===== config.mk =====
export PLATFORM = sky130hd
export DESIGN_NAME = quad_fragment_warp_packer_unit
export DESIGN_NICKNAME = d
export VERILOG_FILES = /design/src/qfwp_pkg.sv /design/src/qfwp_front.sv /design/src/qfwp_req_fifo.sv /design/src/qfwp_back.sv /design/src/quad_fragment_warp_packer_unit.sv
export SDC_FILE = /design/constraint.sdc
export NUM_CORES = 1
export LEC_CHECK = 0
export BUFFER_PORTS_ARGS = -buffer_cell sky130_fd_sc_hd__buf_2
export CAP_MARGIN = 10
export CORE_MARGIN = 5
export CORE_UTILIZATION = 40
export DETAILED_ROUTE_END_ITERATION = 8
export PLACE_DENSITY = 0.51
export SLEW_MARGIN = 20
export SYNTH_ARGS = -nofsm -noshare
export SYNTH_HDL_FRONTEND = slang
export SYNTH_SLANG_ARGS = --single-unit

===== constraint.sdc =====
create_clock -name clk -period 10.3 [get_ports clk]
set_clock_uncertainty 0.2 [all_clocks]
set_input_delay 1.545 -clock clk [delete_from_list [all_inputs] [get_ports clk]]
set_output_delay 1.545 -clock clk [all_outputs]
set_load 0.05 [all_outputs]

===== src/qfwp_pkg.sv =====
// qfwp_pkg: types and constants shared by the quad fragment warp packer.
// Holds the field widths, the front-to-back request type and the front state enum.
// No dependencies.
package qfwp_pkg;

	localparam int COV_W      = 4;
	localparam int STAMP_W    = 26;
	localparam int POS_HI_W   = STAMP_W - COV_W;
	localparam int PRIM_W     = 32;
	localparam int LANE_W     = 5;
	localparam int PIX_W      = 12;
	localparam int SLOT_W     = 3;
	localparam int SUB_W      = 2;
	localparam int FIFO_DEPTH = 4;

	typedef struct packed {
		logic                marker;
		logic                last;
		logic [SLOT_W-1:0]   slot;
		logic [STAMP_W-1:0]  bits;
		logic [PRIM_W-1:0]   prim;
	} qfwp_req_t;

	typedef enum logic [2:0] {
		FR_IDLE,
		FR_CHECK,
		FR_FLUSH,
		FR_STORE,
		FR_LOAD
	} front_state_t;

endpackage


===== src/qfwp_front.sv =====
// qfwp_front: accepts stamps and drain requests, holds the open pack
// (quads, positions and count) and on a flush issues its quads to the back, then a marker for a drain.
// Depends on qfwp_pkg.
module qfwp_front #(
	parameter int PACK_QUADS = 8
) (
	input  logic                    clk,
	input  logic                    arst_n,
	input  logic                    push,
	output logic                    full,
	input  logic                    mode,
	input  logic [qfwp_pkg::STAMP_W-1:0] stamp_bits,
	input  logic [qfwp_pkg::PRIM_W-1:0]  prim_id,
	output logic                    req_push,
	input  logic                    req_full,
	output qfwp_pkg::qfwp_req_t     req
);
	import qfwp_pkg::*;

	localparam int CW = $clog2(PACK_QUADS + 1);
	localparam int IW = (PACK_QUADS > 1) ? $clog2(PACK_QUADS) : 1;
	localparam int QW = STAMP_W + PRIM_W;

	front_state_t state_q, state_d;

	logic                item_mode_q;
	logic [STAMP_W-1:0]  item_bits_q;
	logic [PRIM_W-1:0]   item_prim_q;
	logic [POS_HI_W-1:0] tag_q [PACK_QUADS];
	logic [QW-1:0]       quad_mem_q [PACK_QUADS];
	logic [QW-1:0]       rd_q;
	logic [CW-1:0]       count_q, count_d;
	logic [IW-1:0]       idx_q, idx_d;
	logic                fill_q, fill_d;

	logic          collide, is_blank, last_quad, wr_store;
	logic [IW-1:0] wr_slot;

	assign wr_slot = IW'(count_q);

	always_comb begin
		collide = 1'b0;
		for (int j = 0; j < PACK_QUADS; j++) begin
			if ((CW'(j) < count_q) && (tag_q[j] == item_bits_q[STAMP_W-1:COV_W]))
				collide = 1'b1;
		end
		is_blank  = (item_bits_q[COV_W-1:0] == '0);
		last_quad = ((CW'(idx_q) + CW'(1)) == count_q);
	end

	always_comb begin
		state_d  = state_q;
		count_d  = count_q;
		idx_d    = idx_q;
		fill_d   = fill_q;
		wr_store = 1'b0;
		req_push = 1'b0;
		req      = '0;
		full     = (state_q != FR_IDLE);
		case (state_q)
			FR_IDLE: begin
				if (push)
					state_d = FR_CHECK;
			end
			FR_CHECK: begin
				fill_d = 1'b0;
				if (!item_mode_q && is_blank)
					state_d = FR_IDLE;
				else if ((item_mode_q || collide) && (count_q != '0)) begin
					idx_d   = '0;
					state_d = FR_FLUSH;
				end else
					state_d = FR_STORE;
			end
			FR_FLUSH: begin
				req_push = 1'b1;
				req.last = last_quad;
				req.slot = SLOT_W'(idx_q);
				req.bits = rd_q[PRIM_W +: STAMP_W];
				req.prim = rd_q[PRIM_W-1:0];
				if (!req_full) begin
					if (last_quad) begin
						count_d = '0;
						idx_d   = '0;
						state_d = fill_q ? FR_IDLE : FR_STORE;
					end else
						idx_d = idx_q + IW'(1);
				end
			end
			FR_STORE: begin
				if (item_mode_q) begin
					req_push   = 1'b1;
					req.marker = 1'b1;
					if (!req_full)
						state_d = FR_IDLE;
				end else begin
					wr_store = 1'b1;
					count_d  = count_q + CW'(1);
					if (count_d == CW'(PACK_QUADS)) begin
						fill_d  = 1'b1;
						state_d = FR_LOAD;
					end else
						state_d = FR_IDLE;
				end
			end
			// slot 0 read again after the store that completed the pack
			FR_LOAD: state_d = FR_FLUSH;
			default: state_d = FR_IDLE;
		endcase
	end

	always_ff @(posedge clk or negedge arst_n) begin
		if (!arst_n) begin
			state_q <= FR_IDLE;
			count_q <= '0;
			idx_q   <= '0;
			fill_q  <= 1'b0;
		end else begin
			state_q <= state_d;
			count_q <= count_d;
			idx_q   <= idx_d;
			fill_q  <= fill_d;
		end
	end

	always_ff @(posedge clk) begin
		if (state_q == FR_IDLE && push) begin
			item_mode_q <= mode;
			item_bits_q <= stamp_bits;
			item_prim_q <= prim_id;
		end
		if (wr_store) begin
			tag_q[wr_slot]      <= item_bits_q[STAMP_W-1:COV_W];
			quad_mem_q[wr_slot] <= {item_bits_q, item_prim_q};
		end
		rd_q <= quad_mem_q[idx_d];
	end

endmodule


===== src/qfwp_req_fifo.sv =====
// qfwp_req_fifo: short request queue between the front and the back.
// Register array with read and write pointers and an occupancy count.
// Depends on qfwp_pkg.
module qfwp_req_fifo (
	input  logic                clk,
	input  logic                arst_n,
	input  logic                wr_en,
	input  qfwp_pkg::qfwp_req_t wr_data,
	output logic                wr_full,
	input  logic                rd_en,
	output qfwp_pkg::qfwp_req_t rd_data,
	output logic                rd_empty
);
	import qfwp_pkg::*;

	localparam int PW = $clog2(FIFO_DEPTH);
	localparam int NW = $clog2(FIFO_DEPTH + 1);

	qfwp_req_t      mem_q [FIFO_DEPTH];
	logic [PW-1:0]  wptr_q, rptr_q;
	logic [NW-1:0]  cnt_q;
	logic           do_wr, do_rd;

	assign wr_full  = (cnt_q == NW'(FIFO_DEPTH));
	assign rd_empty = (cnt_q == '0);
	assign do_wr    = wr_en && !wr_full;
	assign do_rd    = rd_en && !rd_empty;
	assign rd_data  = mem_q[rptr_q];

	always_ff @(posedge clk or negedge arst_n) begin
		if (!arst_n) begin
			wptr_q <= '0;
			rptr_q <= '0;
			cnt_q  <= '0;
		end else begin
			if (do_wr)
				wptr_q <= wptr_q + PW'(1);
			if (do_rd)
				rptr_q <= rptr_q + PW'(1);
			if (do_wr && !do_rd)
				cnt_q <= cnt_q + NW'(1);
			else if (do_rd && !do_wr)
				cnt_q <= cnt_q - NW'(1);
		end
	end

	always_ff @(posedge clk) begin
		if (do_wr)
			mem_q[wptr_q] <= wr_data;
	end

endmodule


===== src/qfwp_back.sv =====
// qfwp_back: expands each quad request into four lanes and each marker request
// into one marker result, through an output register: one a cycle while pop frees it.
// Depends on qfwp_pkg.
module qfwp_back #(
	parameter int POS_BITS = 11
) (
	input  logic                        clk,
	input  logic                        arst_n,
	input  logic                        req_empty,
	input  qfwp_pkg::qfwp_req_t         req,
	output logic                        req_pop,
	output logic                        empty,
	input  logic                        pop,
	output logic [qfwp_pkg::LANE_W-1:0] lane,
	output logic [qfwp_pkg::PIX_W-1:0]  pix_x,
	output logic [qfwp_pkg::PIX_W-1:0]  pix_y,
	output logic                        covered,
	output logic [qfwp_pkg::PRIM_W-1:0] frag_prim,
	output logic                        wave_last,
	output logic                        drain_marker
);
	import qfwp_pkg::*;

	qfwp_req_t          cur_q;
	logic               cur_v_q, out_v_q;
	logic [SUB_W-1:0]   sub_q;
	logic               ld, fin;
	logic [STAMP_W-1:0] shx, shy;
	logic [COV_W-1:0]   cov;

	assign ld      = cur_v_q && (!out_v_q || pop);
	assign fin     = cur_q.marker || (sub_q == SUB_W'(3));
	assign req_pop = !req_empty && (!cur_v_q || (ld && fin));
	assign empty   = !out_v_q;
	assign shx     = cur_q.bits >> COV_W;
	assign shy     = cur_q.bits >> (COV_W + POS_BITS);
	assign cov     = cur_q.bits[COV_W-1:0];

	always_ff @(posedge clk or negedge arst_n) begin
		if (!arst_n) begin
			cur_v_q <= 1'b0;
			out_v_q <= 1'b0;
			sub_q   <= '0;
		end else begin
			if (req_pop) begin
				cur_v_q <= 1'b1;
				sub_q   <= '0;
			end else if (ld) begin
				if (fin)
					cur_v_q <= 1'b0;
				else
					sub_q <= sub_q + SUB_W'(1);
			end
			if (ld)
				out_v_q <= 1'b1;
			else if (pop)
				out_v_q <= 1'b0;
		end
	end

	always_ff @(posedge clk) begin
		if (req_pop)
			cur_q <= req;
		if (ld) begin
			if (cur_q.marker) begin
				lane      <= '0;
				pix_x     <= '0;
				pix_y     <= '0;
				covered   <= 1'b0;
				frag_prim <= '0;
				wave_last <= 1'b0;
			end else begin
				lane      <= LANE_W'({cur_q.slot, sub_q});
				pix_x     <= PIX_W'({shx[POS_BITS-1:0], sub_q[0]});
				pix_y     <= PIX_W'({shy[POS_BITS-1:0], sub_q[1]});
				covered   <= cov[sub_q];
				frag_prim <= cur_q.prim;
				wave_last <= cur_q.last && (sub_q == SUB_W'(3));
			end
			drain_marker <= cur_q.marker;
		end
	end

endmodule


===== src/quad_fragment_warp_packer_unit.sv =====
// quad_fragment_warp_packer_unit: packs 2x2 quad stamps into fragment warps.
// Front (pack tracking), request queue and back (lane expansion) below.
// Depends on qfwp_pkg, qfwp_front, qfwp_req_fifo, qfwp_back.
//
// Input side is a queue: a request is taken when push is high and full is low.
// mode 0 is a quad stamp, mode 1 drains the open pack and then yields a marker.
// The front takes each request through capture, check, and store or marker,
// flushing its quads into the queue first on a drain or position collision
// and after a stamp that completes the pack; full stays high until it is done.
// Output side is a queue: the oldest result sits on the ports while empty is
// low and leaves when pop is high. The back emits one result a cycle while
// pop keeps its output register free: four lanes per flushed quad, one for
// the marker, so a full warp of PACK_QUADS quads gives 4*PACK_QUADS results.
// A result passes from the front through the request queue and the back's
// current-request register into the output register. The back takes its next
// request from the queue as it issues the last result of the current one.
// If pop stays low the output register holds, the back stops, the four-entry
// queue fills and the front then holds full high at its next flush or marker;
// nothing is lost. Reset empties the pack, the queue and the output register.
module quad_fragment_warp_packer_unit #(
	parameter int PACK_QUADS = 8,
	parameter int POS_BITS   = 11
) (
	input  logic                        clk,
	input  logic                        arst_n,
	input  logic                        push,
	output logic                        full,
	input  logic                        mode,
	input  logic [qfwp_pkg::STAMP_W-1:0] stamp_bits,
	input  logic [qfwp_pkg::PRIM_W-1:0] prim_id,
	output logic                        empty,
	input  logic                        pop,
	output logic [qfwp_pkg::LANE_W-1:0] lane,
	output logic [qfwp_pkg::PIX_W-1:0]  pix_x,
	output logic [qfwp_pkg::PIX_W-1:0]  pix_y,
	output logic                        covered,
	output logic [qfwp_pkg::PRIM_W-1:0] frag_prim,
	output logic                        wave_last,
	output logic                        drain_marker
);
	import qfwp_pkg::*;

	qfwp_req_t wr_req, rd_req;
	logic      wr_en, wr_full, rd_en, rd_empty;

	qfwp_front #(
		.PACK_QUADS(PACK_QUADS)
	) u_front (
		.clk       (clk),
		.arst_n    (arst_n),
		.push      (push),
		.full      (full),
		.mode      (mode),
		.stamp_bits(stamp_bits),
		.prim_id   (prim_id),
		.req_push  (wr_en),
		.req_full  (wr_full),
		.req       (wr_req)
	);

	qfwp_req_fifo u_fifo (
		.clk     (clk),
		.arst_n  (arst_n),
		.wr_en   (wr_en),
		.wr_data (wr_req),
		.wr_full (wr_full),
		.rd_en   (rd_en),
		.rd_data (rd_req),
		.rd_empty(rd_empty)
	);

	qfwp_back #(
		.POS_BITS(POS_BITS)
	) u_back (
		.clk         (clk),
		.arst_n      (arst_n),
		.req_empty   (rd_empty),
		.req         (rd_req),
		.req_pop     (rd_en),
		.empty       (empty),
		.pop         (pop),
		.lane        (lane),
		.pix_x       (pix_x),
		.pix_y       (pix_y),
		.covered     (covered),
		.frag_prim   (frag_prim),
		.wave_last   (wave_last),
		.drain_marker(drain_marker)
	);

endmodule

==> impl_results.md <==
* Mean post-synth cell area at 16.4 µm²
* Top cells by area, synth: edfxtp_1 69%, mux4_2 3.7%, dfxtp_1 3.0%
* Largest net degree at the start of global routing at 113
* Syn_nets at around 2500
* DR vias/cell at 5.59
* Vias after detailed routing at 21500
* CTS tree: done
* Routed wire length at 98600 µm
* Vias in the first global route at about 22000
* Grt total ovfl at 0
* Final setup violation count at 0
* Number of DRC markers in iteration 0 at 1905
* Ant. Diodes at 0
* Peak supply drop at 0.221 mV
* Sequential fraction of the synthesis area at 73.3%
* Iteration count of the initial detailed-routing pass at 5
* Utilization after layout at 46.0%
* Final WS setup at approximately 4.6 ns
* Power Total at 0.0143 W
* Post-DP HPWL at ~55000 µm
* Clock sink count at 980
* Leak Pwr at 14.8 nW
* Die area at ~100000 µm²
* Antenna violations before repair at 9
* Fin crit share at 55.3%
* Worst-path clk slew at 0.05 ns
* RSZ-0062 raised after global routing: false
* Slowest library cell on the worst path: nor2_8
* Asr flop ratio synth at 2.24%
* Post-DRT Antenna Nets at 0
* Port Buffers at 128
* Setup TNS Final at 0 ns
* First-pass GRT wire length at 146000 µm
* Number of flops mapped to enable cells by yosys at 900
* Busiest grt layer: met2
* DRC errors left at 0
* M3 GR Usage at 4.39%
* M1 GR Usage at around 27%
* Critical path, cell by cell: xor2_1, nor4_1, nand4_1, or4_1, and4_4, o211a_4, nor2_8, inv_6, buf_4, a2111oi_0, and4bb_1
* Critical Path RT at between 10 and 15 ns
* DP Worst Slack at between 4 and 5 ns
* # rows at 114
* Startpoint types: register
* Arr. time, crit path at ~6.0 ns
* GP Congestion at 0.907
* Die width at approximately 320 µm
* Yosys top cell area share at 69.0%
* F_max at around 0.18 GHz
* Outcome: finished, final reports clean
* Final hold vios at 0
* Fin nets at between 2000 and 3000
* Starting Density at 40.4%
* Post-synth top area cell: edfxtp_1
* Worst-path fanout max at 86
* Io pins at around 130
* Placed cell areas at 40900 µm²
* PwrDens at 321 nW/µm²
* Area grow syn2layout at 13.8%
* Die height at 323 µm
* WL per Instance at between 20 and 30 µm
* Slew @ Worst Pin at 1.15 ns
* Max-cap violations at 0
* YS warnings at 0
* Reg2Reg Setup Slack at 4.60 ns
* HP Class: register to register
* Share of cells above drive strength 1 at 16.7%
* CTS Buffer Depth at 3
* H-tree levels at 3
* Final slew viol count at 0
* Post-synth top flop: edfxtp_1
* Critical path type: register to register
* Seq cells post-synth at a little under 1000
* Post-CTS Resized at 0
* Routing usage on met2 at between 20% and 30%
* CP max stage delay at around 0.70 ns
* Post-CTS setup buffers at 0
* Mapped Area at 39200 µm²
* Distinct cells, synth at 63
* Syn Inst Count at about 2400
* Min Tclk post-route at 5.70 ns
* Clock latency at the later pin of the worst-skew pair at 0.67 ns
* Root Driver: clkbuf_16
* Number of buffers created by CTS at 105
* Quantity of hold-fixing buffers added after cts at 0
* CORE AREA at 97000 µm²
* Final Instance Area at between 40000 and 50000 µm²
* Slew margin rel. at 23.5%
* Endpoint class of the critical path: register
* Tot GR Track Use at 18.7%
logic make-up (layout without fill, tap and decap cells):
kind of cell	after synthesis	in the layout	synth area share (%)
flops	980	980	73.3
simple gates	564	564	9.28
compound gates	346	346	6.34
buf+inv	240	412	2.75
xor+xnor	187	187	4.18
mux	67	67	3.76
fa+ha+maj	11	11	0.370
power by group:
part / internal, W / switching (W)
combinational: 0.00144 / 0.00303
sequential: 0.00549 / 0.000483
clock: 0.00235 / 0.00155
total: 0.00927 / 0.00506
area by class of cell:
type	count	area, µm²
flip-flops and latches	980	28700
well taps	1276	1600
clock inverters	58	668
clock buffers	141	2960
inverters	50	194
repair buffers	163	911
fillers	8412	52400
multi-input cells	1175	9510
state kept, by name, summed over array words and instances (netlist names), 4 cells and up:
signal / cells
u_front.item_prim_q: 32
u_back.cov: 4
u_fifo.mem_q: 252
u_back.pix_y: 12
u_back.cur_q: 59
u_front.quad_mem_q: 463
u_front.item_bits_q: 26
u_back.frag_prim: 32
u_back.pix_x: 12
u_front.count_q: 4
u_front.rd_q: 58
synthesized netlist by cell type, drive strengths merged, types with 2 or more instances:
library cell and number:
a21oi 11, a21o 2, nand3 83, nor4bb 20
xor2 76, and3b 2, clkbuf 115, mux2 2
a21boi 37, o21ai 127, a31oi 2, a2111oi 118
nor3 10, dfrtp 22, o31ai 2, nand2b 5
mux4 64, o2111ai 36, and4bb 38, xnor2 111
ha 10, o211ai 2, and3 82, buf 75
and2 69, inv 50, nand2 23, or2 2
nor3b 2, nor4 21, nand4 111, edfxtp 900
nor2b 62, nor2 28, dfxtp 58
final timing paths:
check	from	to	cells past startpoint
worst min-delay path	u_fifo.cnt_q[2]$_DFFE_PN0P_	u_fifo.cnt_q[2]$_DFFE_PN0P_	1
worst min register to register	u_fifo.cnt_q[2]$_DFFE_PN0P_	u_fifo.cnt_q[2]$_DFFE_PN0P_	1
worst max register to register	u_front.item_bits_q[5]$_DFFE_PP_	u_front.rd_q[44]$_DFF_P_	11
max in group asynchronous	arst_n	u_fifo.rptr_q[0]$_DFFE_PN0P_	1
worst max-delay path	u_front.item_bits_q[5]$_DFFE_PP_	u_front.rd_q[44]$_DFF_P_	11
min in group asynchronous	arst_n	u_back.out_v_q$_DFFE_PN0P_	1
worst max-delay path, delay by kind of cell, from the launching register on:
family | cells | cell delay, ns
AO/OA/AOI/OAI | 2 | 1.10
XOR/XNOR | 1 | 0.27
buffers and inverters | 2 | 0.77
flip-flops | 1 | 0.67
AND/OR/NAND/NOR | 6 | 2.48
placed cells by master, fill, tap and decap left out, types with 3 or more instances in the layout:
| cell | n |
|---|---|
| nand4_1 | 111 |
| nor3_1 | 8 |
| o21ai_0 | 126 |
| clkbuf_8 | 18 |
| nor2_1 | 18 |
| mux4_2 | 64 |
| and2_1 | 64 |
| clkbuf_1 | 17 |
| nor4_1 | 21 |
| o2111ai_1 | 36 |
| nor4bb_1 | 20 |
| nor2_4 | 9 |
| xor2_1 | 76 |
| xnor2_1 | 111 |
| inv_1 | 47 |
| and2_2 | 5 |
| nand2_1 | 23 |
| inv_6 | 3 |
| clkinv_1 | 16 |
| a21boi_0 | 37 |
| a2111oi_0 | 116 |
| and3_1 | 82 |
| edfxtp_1 | 900 |
| bufinv_16 | 13 |
| clkbuf_16 | 106 |
| dfrtp_1 | 20 |
| ha_1 | 10 |
| nand2b_1 | 5 |
| nand3_1 | 83 |
| clkinvlp_4 | 5 |
| nor2b_1 | 62 |
| dfxtp_1 | 58 |
| buf_2 | 128 |
| buf_4 | 33 |
| clkinv_4 | 3 |
| and4bb_1 | 38 |
| clkinv_2 | 17 |
| a21oi_1 | 10 |
routing by layer:
| layer | vias up | share of wire [%] |
|---|---|---|
| met5 | - | 0.028 |
| met4 | 6 | 2.4 |
| met3 | 158 | 7.2 |
| met2 | 702 | 45 |
| met1 | 11000 | 45 |
| li1 | 9626 | - |
through the flow:
step           instances  hold WS [ns]
2_1_floorplan       2395         0.224
4_1_cts             3843         0.290
5_1_grt             3843         0.322
3_3_place_gp        3644         0.274
3_5_place_dp        3644         0.283
6_report            3843         0.291
Note: power is estimated with default switching activity, not from simulation.
